==> config.mk <==
export PLATFORM = sky130hd
export DESIGN_NAME = salc_way_scan
export DESIGN_NICKNAME = d
export VERILOG_FILES = /design/src/design/salc_pkg.sv /design/src/design/salc_way_scan.sv
export SDC_FILE = /design/constraint.sdc
export NUM_CORES = 1
export LEC_CHECK = 0
export BUFFER_PORTS_ARGS = -buffer_cell sky130_fd_sc_hd__buf_2
export CAP_MARGIN = 20
export CORE_AREA = 2 2 241 243
export DETAILED_ROUTE_END_ITERATION = 12
export DIE_AREA = 0 0 243 245
export GPL_TIMING_DRIVEN = 0
export PLACE_DENSITY_LB_ADDON = 0.05
export REMOVE_ABC_BUFFERS = 1
export SLEW_MARGIN = 25
export SYNTH_ARGS = -nofsm -noshare
export SYNTH_HDL_FRONTEND = slang
export SYNTH_SLANG_ARGS = --single-unit
==> constraint.sdc <==
create_clock -name clk -period 3.55 [get_ports clk]
set_input_delay 0.5325 -clock clk [delete_from_list [all_inputs] [get_ports clk]]
set_output_delay 0.5325 -clock clk [all_outputs]
set_load 0.01 [all_outputs]
==> src/design/salc_pkg.sv <==
// ----------------------------------------------------------------------------
// salc_pkg: shared types and constants for the cache tag model
// Payload structs, opcode and register codes, sequencer states and defaults.
// ----------------------------------------------------------------------------
package salc_pkg;

  localparam int MAX_SET_BITS_DEF = 8;
  localparam int MAX_WAYS_DEF     = 8;
  localparam int COUNT_WIDTH_DEF  = 32;

  localparam int ADDR_W     = 64;
  localparam int TAG_W      = ADDR_W - 1;  // at least one set index bit is removed
  localparam int OP_W       = 2;
  localparam int TOTAL_W    = 32;
  localparam int CFG_IDX_W  = 2;
  localparam int CFG_DATA_W = 6;
  localparam int SET_BITS_W = 4;
  localparam int WAYS_W     = 4;
  localparam int BOFF_W     = 6;
  localparam int SHAMT_W    = 5;           // wide enough for a clamped set bit count up to 31

  localparam logic [SET_BITS_W-1:0] SET_BITS_RST = 4'd1;
  localparam logic [WAYS_W-1:0]     WAYS_RST     = 4'd1;
  localparam logic [BOFF_W-1:0]     BOFF_RST     = 6'd0;

  typedef enum logic [OP_W-1:0] {
    OP_FETCH  = 2'd0,
    OP_LOAD   = 2'd1,
    OP_STORE  = 2'd2,
    OP_MODIFY = 2'd3
  } opcode_e;

  typedef enum logic [CFG_IDX_W-1:0] {
    CFG_SET_INDEX_BITS    = 2'd0,
    CFG_WAYS_IN_USE       = 2'd1,
    CFG_BLOCK_OFFSET_BITS = 2'd2
  } cfg_reg_e;

  typedef enum logic [2:0] {
    S_CLEAR,
    S_IDLE,
    S_SHIFT,
    S_INDEX,
    S_READ,
    S_SCAN,
    S_UPDATE,
    S_EMIT
  } state_e;

  typedef struct packed {
    logic [OP_W-1:0]   opcode;
    logic [ADDR_W-1:0] address;
  } in_beat_t;

  typedef struct packed {
    logic               was_hit;
    logic               was_eviction;
    logic [TOTAL_W-1:0] hit_total;
    logic [TOTAL_W-1:0] miss_total;
    logic [TOTAL_W-1:0] eviction_total;
    logic               last_of_item;
  } out_beat_t;

  typedef struct packed {
    logic clr;
    logic step;
  } scan_ctl_t;

endpackage

==> src/design/salc_way_scan.sv <==
// ----------------------------------------------------------------------------
// salc_way_scan: shared way comparator
// Looks at one way per step and accumulates the first tag match, the first
// invalid way and the oldest way, then names the way that the access uses.
// ----------------------------------------------------------------------------
module salc_way_scan #(
  parameter int MAX_WAYS = salc_pkg::MAX_WAYS_DEF,
  localparam int AGE_W   = (MAX_WAYS > 1) ? $clog2(MAX_WAYS) : 1,
  localparam int WAY_W   = AGE_W,
  localparam int OLD_W   = AGE_W + 1
) (
  input  logic                                     clk,
  input  logic                                     rst_n,
  input  salc_pkg::scan_ctl_t                      ctl,
  input  logic [WAY_W-1:0]                         way_idx,
  input  logic [MAX_WAYS-1:0]                      row_valid,
  input  logic [MAX_WAYS-1:0][AGE_W-1:0]           row_age,
  input  logic [MAX_WAYS-1:0][salc_pkg::TAG_W-1:0] row_tag,
  input  logic [salc_pkg::TAG_W-1:0]               ref_tag,
  output logic                                     hit,
  output logic                                     evict,
  output logic [WAY_W-1:0]                         tgt_way,
  output logic [OLD_W-1:0]                         old_age
);

  logic                 hit_r;
  logic [WAY_W-1:0]     hit_way_r;
  logic [AGE_W-1:0]     hit_age_r;
  logic                 inv_r;
  logic [WAY_W-1:0]     inv_way_r;
  logic [AGE_W-1:0]     best_age_r;
  logic [WAY_W-1:0]     vic_way_r;

  logic                 sel_valid;
  logic [AGE_W-1:0]     sel_age;
  logic                 sel_match;

  assign sel_valid = row_valid[way_idx];
  assign sel_age   = row_age[way_idx];
  assign sel_match = sel_valid && (row_tag[way_idx] == ref_tag);

  always_ff @(posedge clk) begin
    if (!rst_n) begin
      hit_r <= 1'b0;
      inv_r <= 1'b0;
    end else if (ctl.clr) begin
      hit_r <= 1'b0;
      inv_r <= 1'b0;
    end else if (ctl.step) begin
      if (!hit_r && sel_match) begin
        hit_r <= 1'b1;
      end
      if (!inv_r && !sel_valid) begin
        inv_r <= 1'b1;
      end
    end
  end

  always_ff @(posedge clk) begin
    if (ctl.clr) begin
      best_age_r <= '0;
      vic_way_r  <= '0;
    end else if (ctl.step) begin
      if (!hit_r && sel_match) begin
        hit_way_r <= way_idx;
        hit_age_r <= sel_age;
      end
      if (!inv_r && !sel_valid) begin
        inv_way_r <= way_idx;
      end
      // Strictly greater keeps the lowest-numbered way on a tie.
      if (sel_age > best_age_r) begin
        best_age_r <= sel_age;
        vic_way_r  <= way_idx;
      end
    end
  end

  always_comb begin
    hit   = hit_r;
    evict = !hit_r && !inv_r;
    if (hit_r) begin
      tgt_way = hit_way_r;
      old_age = {1'b0, hit_age_r};
    end else if (inv_r) begin
      // A fresh line ages every younger valid way, as if it had been oldest.
      tgt_way = inv_way_r;
      old_age = OLD_W'(MAX_WAYS);
    end else begin
      tgt_way = vic_way_r;
      old_age = {1'b0, best_age_r};
    end
  end

endmodule

# [After elaboration in Yosys (flattened, before gate mapping)]
# Cells that the tools add are included.
[word_totals] ff_bits=17 out_inout_bits=9 elab_cells=35
[classes] n_lt_le_gt_ge=2 n_eq_ne=1 muxes=10 n_bitwise=2 reduce_logical=13
[op_table] cell="binary-select mux 63 bit (select 3 bit)" n=1
[op_table] cell="equality test 63 bit" n=1
[op_table] cell="2-to-1 mux 63 bit" n=1
[op_table] cell="binary-select mux 3 bit (select 3 bit)" n=1
[op_table] cell="2-to-1 mux 3 bit" n=3
[op_table] cell="2-to-1 mux 4 bit" n=2
[op_table] cell="AND reduction 2 bit" n=3
[op_table] cell="AND reduction 3 bit" n=2
[op_table] cell="logical AND 1 bit" n=4
[op_table] cell="< comparator 3 x 4 -> 1 bit, second input constant" n=1
[op_table] cell="binary-select mux 1 bit (select 3 bit)" n=1
[op_table] cell="> comparator 3 bit" n=1
[op_table] cell="zero test 1 bit" n=3
[op_table] cell="inverter 1 bit" n=2
[op_table] cell="OR reduction 2 bit" n=1
[op_table] cell="2-to-1 mux 1 bit" n=1

# [Depth between registers and ports, before layout]
[depth] depth_word=6 mapped_depth=15

# [Worst setup path before layout]
# OpenSTA, ideal clock, no wires.
[synth_path] kind="input to register" startpoint="input port way_idx[0]" endpoint="register best_age_r[1]" t_arrival_ns=3.518 required_time_ns=3.425 slack_ns=-0.093 cell_stages=13 path_buffers=5 path_cell_list="buf_4 buf_4 buf_4 buf_4 buf_2 mux4_2 mux2_2 ha_1 nor2b_1 o21ai_0 a21oi_1 mux2i_1 nor2_1"
[synth_via] elab_chain_cells=4
[synth_rtl] element="start: declaration" line="salc_way_scan.sv:15" rtl="input logic [WAY_W-1:0] way_idx,"
[synth_rtl] element="binary-select mux 3 bit (select 3 bit) *" line="salc_way_scan.sv:39" rtl="assign sel_age = row_age[way_idx];"
[synth_rtl] element="2-to-1 mux 3 bit (implied by the code) *" line="salc_way_scan.sv:39"
[synth_rtl] element="net sel_age[1]" line="salc_way_scan.sv:35" rtl="logic [AGE_W-1:0] sel_age;"
[synth_rtl] element="> comparator 3 bit" line="salc_way_scan.sv:72" rtl="if (sel_age > best_age_r) begin"
[synth_rtl] element="AND reduction 2 bit (no source line)"
[synth_rtl] element="end signal: assignment" line="salc_way_scan.sv:73" rtl="best_age_r <= sel_age;"
[synth_rtl] element="end: declaration" line="salc_way_scan.sv:31" rtl="logic [AGE_W-1:0] best_age_r;"
# The timed path passes the listed nets; every way through them passes the cells marked *. The select of a mux whose other input is x is not followed.
# A chain may end at the register's enable or synchronous reset.

# [Worst setup path after layout]
[layout_path] startpoint="input port way_idx[1]" endpoint="register hit_age_r[1], enable pin"
[layout_via] elab_chain_cells=6
[layout_rtl] element="binary-select mux 63 bit (select 3 bit)" line="salc_way_scan.sv:40" rtl="assign sel_match = sel_valid && (row_tag[way_idx] == ref_tag);"
[layout_rtl] element="2-to-1 mux 63 bit (implied by the code)" line="salc_way_scan.sv:40"
[layout_rtl] element="equality test 63 bit" line="salc_way_scan.sv:40"
[layout_rtl] element="logical AND 1 bit *" line="salc_way_scan.sv:40"
[layout_rtl] element="logical AND 1 bit *" line="salc_way_scan.sv:64" rtl="if (!hit_r && sel_match) begin"
[layout_rtl] element="AND reduction 3 bit (no source line) *"
[layout_rtl] element="end signal: assignment" line="salc_way_scan.sv:66" rtl="hit_age_r <= sel_age;"
[layout_rtl] element="end: declaration" line="salc_way_scan.sv:28" rtl="logic [AGE_W-1:0] hit_age_r;"
# Mark *: on every way between the ends. The rest lies on a longest branch, timed or not. The select of a mux whose other input is x is not followed.

==> qor.yml <==
drt:
  drt_iter0_drc: 159
  wl_um: 41400
  vias: 6899
  wire_per_inst_um: 22.2
  vias_per_cell: 3.70
  final_antenna_net_count: 0
  drc_errors: 0
  dr.pass1.iters: 6
min_path:
  hold_path_class: "flip-flop to flip-flop"
timing:
  drv_slew: 0
  tightest_slew_ps: 940
  final.min_clock_period_ps: 3340
  fin_tns_setup_ps: 0
  setup_ws_ps: 206
  period_share_pct: 94.2
  hold_violations: 0
  rsz0062_at_grt: "false"
  skew_ps: 3.82
  fmax_mhz: 299
  whs_ps: 507
  maxSlewHeadroom_pct: 37.3
  setup_viol: 0
synthesis:
  yosysWarningCount: 0
  synthDistinctLibCells: 42
  async_flop_share_pct: 0
  synth_edf_count: 9
  netlist_instances: 490
  synth-seq-area-share_pct: 7.75
  ys_ff_latch: 17
  synth_area_per_cell_um2: 11.3
  syn-cell-area_um2: 5550
  synthFlopType: "edfxtp_1"
die:
  core_um2: 57000
  ios: 615
  dieArea_um2: 59500
  die_h_um: 245
  num_rows: 88
  dieWidth_um: 243
  start_util_pct: 9.74
global_route:
  grt_max_degree: 34
  grt_overflow: 0
  antenna_found_initial: 13
  grt_use_total_pct: 13.0
  grt_pass1_wl_um: 55800
  grt_pass1_vias: 7772
setup_path:
  cp_data_arrival_time_ps: 3280
  cp.required_ps: 3490
  start_kind: "input port"
  crit_fanout: 9
  critPathKind: "input port to flip-flop"
  end_kind: "flip-flop"
placement:
  dp_cells: 1828
  dp_slack_ps: -1780
  globalplace.congestion: 0.737
  dp_hpwl_um: 32800
  port-buffer-count: 614
power:
  vdd_drop_max_mv: 0.112
  power_density_nw_per_um2: 163
  p_leak_uw: 0.00486
  p_total_uw: 1670
clocking:
  cts_htree_levels: 1
  cts_buffer_depth: 2
  cts_buffers: 3
  root_buffer: "clkbuf_16"
  cts_tree: "yes"
  cts.sinks: 17
  worst_skew_pair.late_latency_ps: 250
  clkTransAtPathRegs_ps: 50
  cts_hold_buf: 0
status:
  status: "completed"
layout:
  drive_gt1_share_pct: 69.9
  area_delta_synth_final_pct: 84.1
  nets: 1705
  fin_cells: 1866
run:
  cap_violations: 0
metrics by stage:
step | instance area, µm² | util [%]
6_report | 10200 | 17.9
5_1_grt | 10200 | 17.9
4_1_cts | 10100 | 17.7
3_5_place_dp | 9470 | 16.6
3_3_place_gp | 9300 | 16.3
2_1_floorplan | 5270 | -
worst paths after layout:
kind / to / slack, ps / startpoint / cells after the start
min: vic_way_r[2]$_SDFFE_PP0P_ / 510 / vic_way_r[2]$_SDFFE_PP0P_ / 2
max reg2reg: hit_age_r[1]$_DFFE_PP_ / 1290 / hit$_SDFFE_PP0P_ / 7
min reg2reg: vic_way_r[2]$_SDFFE_PP0P_ / 510 / vic_way_r[2]$_SDFFE_PP0P_ / 2
max: hit_age_r[1]$_DFFE_PP_ / 210 / way_idx[1] / 11
placed cells by master (no fill, tap or decap), types with 2 or more instances in the layout:
cell type    n
a21oi_1      7
a221oi_1    10
a22o_1      15
a22oi_1     14
and3_1       3
buf_12       4
buf_16       7
buf_2      611
buf_4       12
buf_8        2
bufbuf_16   10
clkbuf_16    4
dfxtp_1      8
diode_2      6
edfxtp_1     9
ha_1         3
inv_1        6
mux2_2      12
mux2i_1    121
mux2i_2      2
mux4_1       4
mux4_2      88
nand2_1     16
nand2b_1     5
nand3_1      5
nand4_1      8
nor2_1      13
nor2_4       2
nor2b_1      3
nor3_1       3
nor4_1       2
nor4_2       2
nor4_4       2
o2111ai_1    2
o21ai_0      8
o22ai_1      5
xnor2_1     23
xor2_1      27
area by class of cell:
type / instances / area [µm²]
inverter: 6 / 22.5
sequential: 17 / 430
timing repair buffer: 647 / 3800
multi-input combinational: 421 / 4920
clock buffer: 4 / 78.8
tap: 765 / 957
antenna: 6 / 15.0
fill: 6557 / 46800
synthesized netlist by cell type (2+ instances only):
cell type / number / area share [%]
nor2b_1: 5 / 0.56
dfxtp_1: 8 / 2.9
a22oi_1: 14 / 1.9
mux2i_1: 123 / 22
inv_1: 6 / 0.41
ha_1: 3 / 0.68
nand3_1: 5 / 0.45
nand2_1: 16 / 1.1
a22o_1: 15 / 2.4
o21ai_0: 8 / 0.72
buf_6: 5 / 1.0
and3_1: 3 / 0.34
nor4_1: 6 / 0.68
mux2_2: 12 / 2.4
o22ai_1: 5 / 0.56
mux4_1: 4 / 1.9
o2111ai_1: 2 / 0.32
buf_4: 13 / 1.8
xor2_1: 27 / 4.3
and2_1: 2 / 0.23
nor3_1: 3 / 0.27
a21oi_1: 7 / 0.63
buf_2: 21 / 1.9
edfxtp_1: 9 / 4.9
clkbuf_1: 5 / 0.34
mux4_2: 88 / 36
nand2b_1: 5 / 0.56
nand4_1: 8 / 0.90
buf_1: 2 / 0.14
nor2_1: 15 / 1.0
xnor2_1: 23 / 3.6
a221oi_1: 12 / 1.9
kinds of logic (layout without fill, tap and decap cells):
logic type                 Yosys count  after routing  share of synthesized area [%]
muxes                              227            227                           62.2
and+or+nand+nor                     72             72                           6.67
other                                0              6                              0
xor gates and xnor gates            50             50                           7.88
adders and majority gates            3              3                          0.676
buffers and inverters               52            657                           5.54
DFF                                 17             17                           7.75
AOI/OAI and AO/OA                   69             69                           9.30
worst max-delay path, stage by stage:
cell	delay [ps]
buf_8	160
buf_16	160
mux4_1	570
mux2i_2	260
xor2_1	170
nand3_1	140
or4b_4	540
nor4_2	230
nand4_1	110
buf_4	180
nor2_4	200
power by group:
part / total, µW / internal [µW] / switching [µW] / leakage (µW)
Combinational: 1210 / 695 / 511 / 0.00468
Sequential: 228 / 219 / 8.25 / 0.000147
Clock: 233 / 153 / 80.6 / 0.0000382
Total: 1670 / 1070 / 600 / 0.00486
registers in the layout (all words and copies together), names as in the netlist:
signal,flops
hit_way_r,3
inv_way_r,3
hit,1
vic_way_r,3
best_age_r,3
hit_age_r,3
inv_r,1
metal layers:
metal / routed length, µm / track usage (%) / vias up
li1: - / - / 3260
met1: 15800 / 15.0 / 3337
met2: 23100 / 25.4 / 268
met3: 2150 / 2.47 / 22
met4: 267 / 1.44 / 12
met5: 64 / 0 / -
what timing repair did:
item / 4_1_cts / 5_1_grt
pin swaps: 3 / 5
setup buffers: 7 / 9
gates cloned: 11 / 1
endpoints found under the setup margin: 7 / 6
resized for setup: 19 / 3
Note: power is estimated with default switching activity, not from simulation.
